$ cat config.mk
export PLATFORM = sky130hd
export DESIGN_NAME = float32_divider_core
export DESIGN_NICKNAME = d
export VERILOG_FILES = /design/src/rtl/fdiv_pkg.sv /design/src/rtl/float32_divider_core.sv /design/src/rtl/fdiv_div_stage.sv
export SDC_FILE = /design/constraint.sdc
export NUM_CORES = 2
export LEC_CHECK = 0
export BUFFER_PORTS_ARGS = -buffer_cell sky130_fd_sc_hd__clkbuf_2
export CAP_MARGIN = 25
export CELL_PAD_IN_SITES_DETAIL_PLACEMENT = 1
export CELL_PAD_IN_SITES_GLOBAL_PLACEMENT = 2
export CORE_UTILIZATION = 42
export DETAILED_ROUTE_END_ITERATION = 7
export MAX_ROUTING_LAYER = met4
export PLACE_DENSITY_LB_ADDON = 0.1
export SLEW_MARGIN = 40
export SYNTH_ARGS = -nofsm -noshare
export SYNTH_HDL_FRONTEND = slang
export SYNTH_SLANG_ARGS = --single-unit
$ cat constraint.sdc
create_clock -name clk -period 13.38 [get_ports clk]
set_input_delay 1.338 -clock clk [delete_from_list [all_inputs] [get_ports clk]]
set_output_delay 1.338 -clock clk [all_outputs]
set_load 0.1 [all_outputs]
$ cat src/rtl/fdiv_pkg.sv
// Shared types, status codes and helpers for the single-precision divider.
// Depends on nothing; every rtl file imports it.
package fdiv_pkg;

  localparam int SigW          = 24;  // significand with hidden bit
  localparam int ExpW          = 8;
  localparam int EW            = 11;  // signed working exponent
  localparam int QW            = 25;  // quotient bits kept
  localparam int StepsPerStage = 4;
  localparam int DivStages     = 6;

  localparam logic [2:0] ST_NORMAL   = 3'd0;
  localparam logic [2:0] ST_ZERO_DIV = 3'd1;
  localparam logic [2:0] ST_DIV_ZERO = 3'd2;
  localparam logic [2:0] ST_OVERFLOW = 3'd3;
  localparam logic [2:0] ST_UNDERFL  = 3'd4;

  localparam logic [ExpW-1:0] ExpMax  = 8'hFF;
  localparam logic [30:0]     InfBits = 31'h7F800000;
  localparam logic signed [EW-1:0] ExpBias  = 11'sd127;
  localparam logic signed [EW-1:0] ExpLimit = 11'sd255;

  typedef struct packed {
    logic                   sign;
    logic                   special;
    logic [2:0]             status;
    logic signed [EW-1:0]   exp;
  } ctrl_t;

  typedef struct packed {
    logic [SigW-1:0] rem;
    logic [SigW-1:0] dsr;
    logic [QW-1:0]   quo;
    ctrl_t           ctrl;
  } div_t;

  // Count zeros above the leading one of a 24-bit significand.
  function automatic logic [4:0] lead_zeros(input logic [SigW-1:0] v);
    logic [4:0] cnt;
    cnt = 5'd0;
    for (int i = 0; i < SigW; i++) begin
      if (v[i]) begin
        cnt = 5'(SigW - 1 - i);
      end
    end
    return cnt;
  endfunction

endpackage

$ cat src/rtl/float32_divider_core.sv
// Pipelined single-precision divider on raw bit patterns, truncating.
// Depends on fdiv_pkg and fdiv_div_stage.
//
// Usage:
//   Input channel (in_*): one transaction carries a dividend and a divisor
//   bit pattern in in_tdata. Output channel (out_*): one transaction carries
//   the quotient bits in out_tdata and a status code in out_tuser
//   (normal, zero dividend, divide by zero, overflow, underflow).
//   Every input transaction yields exactly one output transaction, in order.
// Timing:
//   Nine register stages: unpack and leading-zero count, normalize plus the
//   top quotient bit, six divider slices of four quotient bits each, pack.
//   One transaction enters per cycle while the output is not stalled; the
//   one-bit-per-step restoring divider is cut into six slices.
// Stall:
//   Each stage advances when it is empty or the stage after it advances, so
//   a stalled receiver holds out_* stable and the pipe fills behind it;
//   bubbles collapse, nothing is dropped or repeated.
// Reset:
//   rst_n low clears all valid bits; the data registers are not reset.
// NaN and infinity operands are treated as ordinary exponent codes.
module float32_divider_core (
  input  logic        clk,
  input  logic        rst_n,
  input  logic        in_tvalid,
  output logic        in_tready,
  input  logic [63:0] in_tdata,   // [31:0] dividend_bits, [63:32] divisor_bits
  output logic        out_tvalid,
  input  logic        out_tready,
  output logic [31:0] out_tdata,  // [31:0] quotient_bits
  output logic [2:0]  out_tuser   // [2:0] status
);
  import fdiv_pkg::*;

  // ---------------- stage 1: unpack, classify, count leading zeros
  logic            s1_v_r;
  ctrl_t           s1_ctrl_r, s1_ctrl_nxt;
  logic [SigW-1:0] s1_sx_r, s1_sy_r, s1_sx_nxt, s1_sy_nxt;
  logic [4:0]      s1_shx_r, s1_shy_r;
  logic            en_s1, en_s2, en_out;

  always_comb begin
    logic [31:0]          x;
    logic [31:0]          y;
    logic [ExpW-1:0]      ex;
    logic [ExpW-1:0]      ey;
    logic signed [EW-1:0] e0;
    x  = in_tdata[31:0];
    y  = in_tdata[63:32];
    ex = x[30:23];
    ey = y[30:23];
    s1_sx_nxt = {(ex != '0), x[22:0]};
    s1_sy_nxt = {(ey != '0), y[22:0]};
    e0 = $signed({3'b0, ex}) - $signed({3'b0, ey}) + ExpBias;
    s1_ctrl_nxt.sign    = x[31] ^ y[31];
    s1_ctrl_nxt.exp     = e0;
    s1_ctrl_nxt.special = 1'b1;
    // Zero dividend wins over zero divisor; range checks come last.
    if (x[30:0] == '0) begin
      s1_ctrl_nxt.status = ST_ZERO_DIV;
    end else if (y[30:0] == '0) begin
      s1_ctrl_nxt.status = ST_DIV_ZERO;
    end else if (e0 >= ExpLimit) begin
      s1_ctrl_nxt.status = ST_OVERFLOW;
    end else if (e0 <= 0) begin
      s1_ctrl_nxt.status = ST_UNDERFL;
    end else begin
      s1_ctrl_nxt.status  = ST_NORMAL;
      s1_ctrl_nxt.special = 1'b0;
    end
  end

  always_ff @(posedge clk) begin
    if (!rst_n) begin
      s1_v_r <= 1'b0;
    end else if (en_s1) begin
      s1_v_r <= in_tvalid;
    end
  end

  always_ff @(posedge clk) begin
    if (en_s1) begin
      s1_ctrl_r <= s1_ctrl_nxt;
      s1_sx_r   <= s1_sx_nxt;
      s1_sy_r   <= s1_sy_nxt;
      s1_shx_r  <= lead_zeros(s1_sx_nxt);
      s1_shy_r  <= lead_zeros(s1_sy_nxt);
    end
  end

  // ---------------- stage 2: normalize, adjust exponent, top quotient bit
  logic s2_v_r;
  div_t s2_r, s2_nxt;

  always_comb begin
    logic [SigW-1:0] sxn;
    logic [SigW-1:0] syn;
    sxn = s1_sx_r << s1_shx_r;
    syn = s1_sy_r << s1_shy_r;
    s2_nxt.ctrl     = s1_ctrl_r;
    s2_nxt.ctrl.exp = s1_ctrl_r.exp + $signed({6'b0, s1_shy_r})
                      - $signed({6'b0, s1_shx_r});
    s2_nxt.dsr      = syn;
    if (sxn >= syn) begin
      s2_nxt.rem = sxn - syn;
      s2_nxt.quo = {{(QW-1){1'b0}}, 1'b1};
    end else begin
      s2_nxt.rem = sxn;
      s2_nxt.quo = '0;
    end
  end

  always_ff @(posedge clk) begin
    if (!rst_n) begin
      s2_v_r <= 1'b0;
    end else if (en_s2) begin
      s2_v_r <= s1_v_r;
    end
  end

  always_ff @(posedge clk) begin
    if (en_s2) begin
      s2_r <= s2_nxt;
    end
  end

  // ---------------- stages 3..8: divider slices
  logic [DivStages:0] stg_v;
  div_t               stg_d [DivStages+1];
  logic [DivStages-1:0] adv;

  assign stg_v[0] = s2_v_r;
  assign stg_d[0] = s2_r;

  for (genvar k = 0; k < DivStages; k++) begin : g_div
    if (k == DivStages - 1) begin : g_last
      assign adv[k] = !stg_v[k+1] || en_out;
    end else begin : g_mid
      assign adv[k] = !stg_v[k+1] || adv[k+1];
    end
    fdiv_div_stage u_stage (
      .clk     (clk),
      .rst_n   (rst_n),
      .en      (adv[k]),
      .valid_i (stg_v[k]),
      .data_i  (stg_d[k]),
      .valid_o (stg_v[k+1]),
      .data_o  (stg_d[k+1])
    );
  end

  // ---------------- stage 9: normalize quotient, final range check, pack
  logic        out_v_r;
  logic [31:0] out_data_r, out_data_nxt;
  logic [2:0]  out_user_r, out_user_nxt;

  always_comb begin
    div_t                 d;
    logic signed [EW-1:0] e;
    logic [22:0]          frac;
    logic [2:0]           st;
    d = stg_d[DivStages];
    e = d.ctrl.exp;
    if (d.quo[QW-1]) begin
      frac = d.quo[23:1];
    end else begin
      frac = d.quo[22:0];
      e    = e - 11'sd1;
    end
    if (d.ctrl.special) begin
      st = d.ctrl.status;
    end else if (e <= 0) begin
      st = ST_UNDERFL;
    end else if (e >= ExpLimit) begin
      st = ST_OVERFLOW;
    end else begin
      st = ST_NORMAL;
    end
    case (st)
      ST_NORMAL:   out_data_nxt = {d.ctrl.sign, e[ExpW-1:0], frac};
      ST_DIV_ZERO,
      ST_OVERFLOW: out_data_nxt = {d.ctrl.sign, InfBits};
      default:     out_data_nxt = {d.ctrl.sign, 31'b0};
    endcase
    out_user_nxt = st;
  end

  always_ff @(posedge clk) begin
    if (!rst_n) begin
      out_v_r <= 1'b0;
    end else if (en_out) begin
      out_v_r <= stg_v[DivStages];
    end
  end

  always_ff @(posedge clk) begin
    if (en_out) begin
      out_data_r <= out_data_nxt;
      out_user_r <= out_user_nxt;
    end
  end

  // Advance a stage when it is empty or its successor advances.
  assign en_out = !out_v_r || out_tready;
  assign en_s2  = !s2_v_r || adv[0];
  assign en_s1  = !s1_v_r || en_s2;

  assign in_tready  = en_s1;
  assign out_tvalid = out_v_r;
  assign out_tdata  = out_data_r;
  assign out_tuser  = out_user_r;

endmodule

$ cat src/rtl/fdiv_div_stage.sv
// One registered slice of the restoring divider: StepsPerStage (four) quotient bits per stage.
// Depends on fdiv_pkg.
module fdiv_div_stage (
  input  logic          clk,
  input  logic          rst_n,
  input  logic          en,
  input  logic          valid_i,
  input  fdiv_pkg::div_t data_i,
  output logic          valid_o,
  output fdiv_pkg::div_t data_o
);
  import fdiv_pkg::*;

  logic valid_r;
  div_t data_r;
  div_t data_nxt;

  // Shift remainder, trial subtract, keep the difference when it fits.
  always_comb begin
    logic [SigW:0]   t;
    logic [SigW-1:0] r;
    logic [QW-1:0]   q;
    r = data_i.rem;
    q = data_i.quo;
    for (int i = 0; i < StepsPerStage; i++) begin
      t = {r, 1'b0};
      if (t >= {1'b0, data_i.dsr}) begin
        t = t - {1'b0, data_i.dsr};
        q = {q[QW-2:0], 1'b1};
      end else begin
        q = {q[QW-2:0], 1'b0};
      end
      r = t[SigW-1:0];
    end
    data_nxt      = data_i;
    data_nxt.rem  = r;
    data_nxt.quo  = q;
  end

  always_ff @(posedge clk) begin
    if (!rst_n) begin
      valid_r <= 1'b0;
    end else if (en) begin
      valid_r <= valid_i;
    end
  end

  always_ff @(posedge clk) begin
    if (en) begin
      data_r <= data_nxt;
    end
  end

  assign valid_o = valid_r;
  assign data_o  = data_r;

endmodule

==> flow_summary.rst <==
.. list-table::
   :header-rows: 1

   * - Metric
     - Value
   * - Launching point of the worst reg2reg path
     - g_div[0].u_stage.data_o[42]$_DFFE_PP_
   * - Violated checks
     - DRC
   * - Levels on crit path
     - 47
   * - Core footprint
     - around 130000 um2
   * - Pin count of the biggest net entering global routing
     - 70
   * - Flop-to-flop setup slack
     - about 0.58 ns
   * - Most frequent CP cell
     - sky130_fd_sc_hd__ha_1
   * - Yosys top cell area share
     - 31.7%
   * - Horizontal extent of the die
     - between 300 and 400 um
   * - RSZ-0062 raised after global routing
     - no
   * - Overall die height
     - between 300 and 400 um
   * - R2r worst-path depth
     - 47
   * - Number of antenna violations at the first check in global routing
     - 6
   * - Total of endpoints with negative setup slack in the final report
     - 0
   * - Max-slew headroom at the worst pin
     - between 40% and 50%
   * - Distinct cells, synth
     - between 100 and 150
   * - Placer congestion estimate
     - ~0.92
   * - Final Slew Violations
     - 0
   * - Deepest clock path buffer count
     - 3
   * - Post-layout nets
     - 6943
   * - Count of antenna-violating nets left after detailed routing
     - 0
   * - Hold worst-path end
     - g_div[5].u_stage.data_o[6]$_DFFE_PP_
   * - Clock network latency to the later pin of the worst-skew pair
     - slightly below 0.7 ns
   * - Num CTS Buffers
     - 75
   * - Slew at the pin closest to its max-slew limit
     - between 0.8 and 0.9 ns
   * - Total of buffers placed on input and output ports
     - 104
   * - Fraction of final layout cells with drive strength greater than 1
     - between 10% and 20%
   * - Most used standard cells in the synthesized netlist
     - 604 x sky130_fd_sc_hd__ha_1, 599 x sky130_fd_sc_hd__edfxtp_1, 528 x sky130_fd_sc_hd__a21oi_1
   * - Ant diodes
     - 0
   * - Clock tree root buffer cell
     - sky130_fd_sc_hd__clkbuf_16
   * - First-pass GRT wire length
     - between 200 and 300 mm
   * - Wirelength per Cell
     - roughly 24 um
   * - Post-route clock period utilization
     - approximately 96%
   * - Netlist area before placement
     - 56800 um2
   * - Multi-input logic area
     - 36600 um2
   * - Number of hold violations in the final report
     - 0
   * - Number of H-tree levels
     - 3
   * - Flop and latch count out of synthesis
     - ~610
   * - Maximum operating frequency
     - roughly 80 MHz
   * - Part of the Yosys area used for sequential elements
     - a little under a third
   * - Crit path launch type
     - register
   * - Count of buffering cells on the critical path with inverters included
     - 7
   * - Fraction of synthesis flops using an asynchronous set or reset pin
     - 0%
   * - Critical Path AT
     - between 10 and 15 ns
   * - Mean post-synth cell area
     - between 9 and 10 um2
   * - Clock-pin transition on the worst setup and hold timing paths
     - roughly 0.060 ns
   * - Number of top-level pins
     - ~110
   * - Data required time of the critical path
     - roughly 14 ns
   * - Worst hold path class
     - reg2reg
   * - Number of enable flip-flop cells after synthesis
     - ~600
   * - Final wirelength
     - about 190 mm
   * - Worst min-delay path startpoint
     - g_div[4].u_stage.data_o[6]$_DFFE_PP_
   * - Tot GR Track Use
     - about 28%
   * - Result of the run
     - finished with violations
   * - Initial standard-cell utilization of the core
     - 42.5%
   * - Avg Vias per Cell
     - just under 6
   * - Clk sink count
     - around 610
   * - Critical path's largest stage delay
     - 0.50 ns
   * - Cell with the most instances after synthesis
     - sky130_fd_sc_hd__ha_1
   * - Critical Path Sink Type
     - register
   * - Slowest stage cell, crit path
     - sky130_fd_sc_hd__or4_1
   * - Filler instances
     - around 15000
   * - Startpoint-to-endpoint class of the critical path
     - reg2reg
   * - Crit-path leading delay family
     - compound AO/OA/AOI/OAI gates
   * - Number of iterations in the first detailed-routing pass
     - 7
   * - FF+latch area
     - ~18000 um2
   * - Remaining Overflow, GRT
     - 0
   * - Number of remaining DRC errors
     - 5
   * - Most common flop cell mapped by yosys
     - sky130_fd_sc_hd__edfxtp_1
   * - Number of warnings issued by yosys
     - 0
   * - Cells after Synth
     - around 6100
   * - Hpwl dp
     - ~160 mm
   * - Clock Skew
     - between 0.06 and 0.07 ns
   * - Hold Path Cell Cnt
     - 0
   * - Vias in the first global route
     - ~49000
   * - Post-synthesis to final-layout area growth
     - 10.1%
   * - Cells taking the most area after synthesis
     - sky130_fd_sc_hd__edfxtp_1 32%, sky130_fd_sc_hd__ha_1 13%, sky130_fd_sc_hd__xnor2_1 4.9%, sky130_fd_sc_hd__mux2_2 4.8%, sky130_fd_sc_hd__a21oi_1 4.7%
   * - Post-Synthesis Net Count
     - about 6800
   * - Count of standard-cell rows
     - about 130
   * - Worst R2R End
     - g_div[1].u_stage.data_o[70]$_DFFE_PP_
   * - Clock tree from TritonCTS
     - done
   * - Peak fanout along the critical path
     - 18
   * - Cell type contributing the most total cell area after synthesis
     - sky130_fd_sc_hd__edfxtp_1
   * - Fin Setup TNS
     - 0 ns
   * - MaxCap Viol Count
     - 0
   * - Detailed Route Iter0 Violations
     - between 2000 and 3000
   * - Routed vias
     - ~48000
   * - Die Outline Area
     - 137000 um2
   * - Period minus WS final
     - ~13 ns
sequential cells by signal, summed over array words and instances (netlist names):
name                   cells
g_div.u_stage.valid_o      6
s1_sy_r                   24
s2_r                      65
out_tdata                 32
s1_sx_r                   24
g_div.u_stage.data_o     426
s1_ctrl_r                 15
out_tvalid                 1
s1_shx_r                   5
s1_v_r                     1
s1_shy_r                   5
s2_v_r                     1
out_tuser                  3
metrics by stage:
step / setup WS [ns] / cell area (um2) / hold WS, ns / std cells / util (%)
after floorplan: 2.11 / 56800 / 0.400 / 6098 / -
after global placement: 0.134 / 59800 / 0.401 / 7941 / 44.7
after detailed placement: 0.0696 / 59800 / 0.406 / 7943 / 44.7
after CTS: 0.0173 / 62300 / 0.410 / 8083 / 46.6
after global routing: 0.00986 / 62500 / 0.418 / 8089 / 46.7
final: 0.576 / 62500 / 0.413 / 8089 / 46.7
final cells by class:
cell class,instances,area share (%)
clock inverter,49,0.926
tap,1768,3.54
clock buffer,91,3.14
sequential,608,29.0
inverter,408,2.48
timing repair buffer,213,2.31
multi-input combinational,4952,58.6
cell usage in the layout (no fill, tap or decap), types with 19 or more instances in the layout:
master	Yosys	layout
sky130_fd_sc_hd__buf_4	7	96
sky130_fd_sc_hd__o31a_1	19	19
sky130_fd_sc_hd__mux2i_1	95	95
sky130_fd_sc_hd__or3_1	41	41
sky130_fd_sc_hd__mux2_2	244	244
sky130_fd_sc_hd__a221o_1	26	26
sky130_fd_sc_hd__xnor2_1	318	318
sky130_fd_sc_hd__a31oi_1	60	59
sky130_fd_sc_hd__a211oi_1	74	71
sky130_fd_sc_hd__a211o_1	20	20
sky130_fd_sc_hd__nand2_1	432	429
sky130_fd_sc_hd__o21ai_0	319	316
sky130_fd_sc_hd__and3_1	53	53
sky130_fd_sc_hd__mux4_2	21	21
sky130_fd_sc_hd__xor2_1	171	171
sky130_fd_sc_hd__clkbuf_16	0	75
sky130_fd_sc_hd__ha_1	604	604
sky130_fd_sc_hd__nand4_1	74	74
sky130_fd_sc_hd__clkbuf_2	0	104
sky130_fd_sc_hd__or2_2	37	37
sky130_fd_sc_hd__inv_1	395	389
sky130_fd_sc_hd__nor2b_1	79	77
sky130_fd_sc_hd__nor3_1	125	125
sky130_fd_sc_hd__o211ai_1	34	34
sky130_fd_sc_hd__o21bai_1	85	85
sky130_fd_sc_hd__nor4_1	34	33
sky130_fd_sc_hd__nand3_1	97	96
sky130_fd_sc_hd__o31ai_1	38	36
sky130_fd_sc_hd__o21a_1	88	88
sky130_fd_sc_hd__and4_1	22	22
sky130_fd_sc_hd__o221ai_1	34	33
sky130_fd_sc_hd__a21o_1	236	236
sky130_fd_sc_hd__nor2_1	495	493
sky130_fd_sc_hd__and2_1	59	59
sky130_fd_sc_hd__nand2b_1	78	78
sky130_fd_sc_hd__edfxtp_1	599	599
sky130_fd_sc_hd__a21oi_1	528	525
timing repair:
item                                    CTS  global route
endpoints found under the setup margin    0           119
setup buffers                             0             4
gates resized for setup                   0            36
hold buffers                              0             0
routing by layer:
layer / part of all wire, % / up-vias / global-route usage, %
met4: 2.3 / 0 / 6.70
li1: - / 23100 / -
met2: 46 / 822 / 45.3
met1: 48 / 23500 / 38.8
met3: 3.3 / 213 / 1.99
met5: 0 / - / -
logic make-up after synthesis:
| kind of cell | after synthesis | share of synthesized area [%] |
|---|---|---|
| compound gates | 1772 | 20.5 |
| simple gates | 1684 | 14.3 |
| fa+ha+maj | 617 | 13.8 |
| flops | 608 | 32.0 |
| buf+inv | 539 | 3.83 |
| xor+xnor | 489 | 7.54 |
| mux | 389 | 8.03 |
worst max-delay path by stage:
| stage | from | end | slack (ns) |
|---|---|---|---|
| final | g_div[0].u_stage.data_o[42]$_DFFE_PP_ | g_div[1].u_stage.data_o[70]$_DFFE_PP_ | 0.58 |
| after floorplan | g_div[0].u_stage.data_o[48]$_DFFE_PP_ | g_div[1].u_stage.data_o[74]$_DFFE_PP_ | 2.11 |
| after global routing | g_div[0].u_stage.data_o[42]$_DFFE_PP_ | g_div[1].u_stage.data_o[70]$_DFFE_PP_ | 0.01 |
| after CTS | s2_r[51]$_DFFE_PP_ | g_div[0].u_stage.data_o[79]$_DFFE_PP_ | 0.02 |
| after global placement | s2_r[51]$_DFFE_PP_ | g_div[0].u_stage.data_o[79]$_DFFE_PP_ | 0.13 |
| after detailed placement | s2_r[51]$_DFFE_PP_ | g_div[0].u_stage.data_o[84]$_DFFE_PP_ | 0.07 |
Power is not shown: default switching activity piles up to over one toggle a cycle in this logic, so the estimate is an artifact.
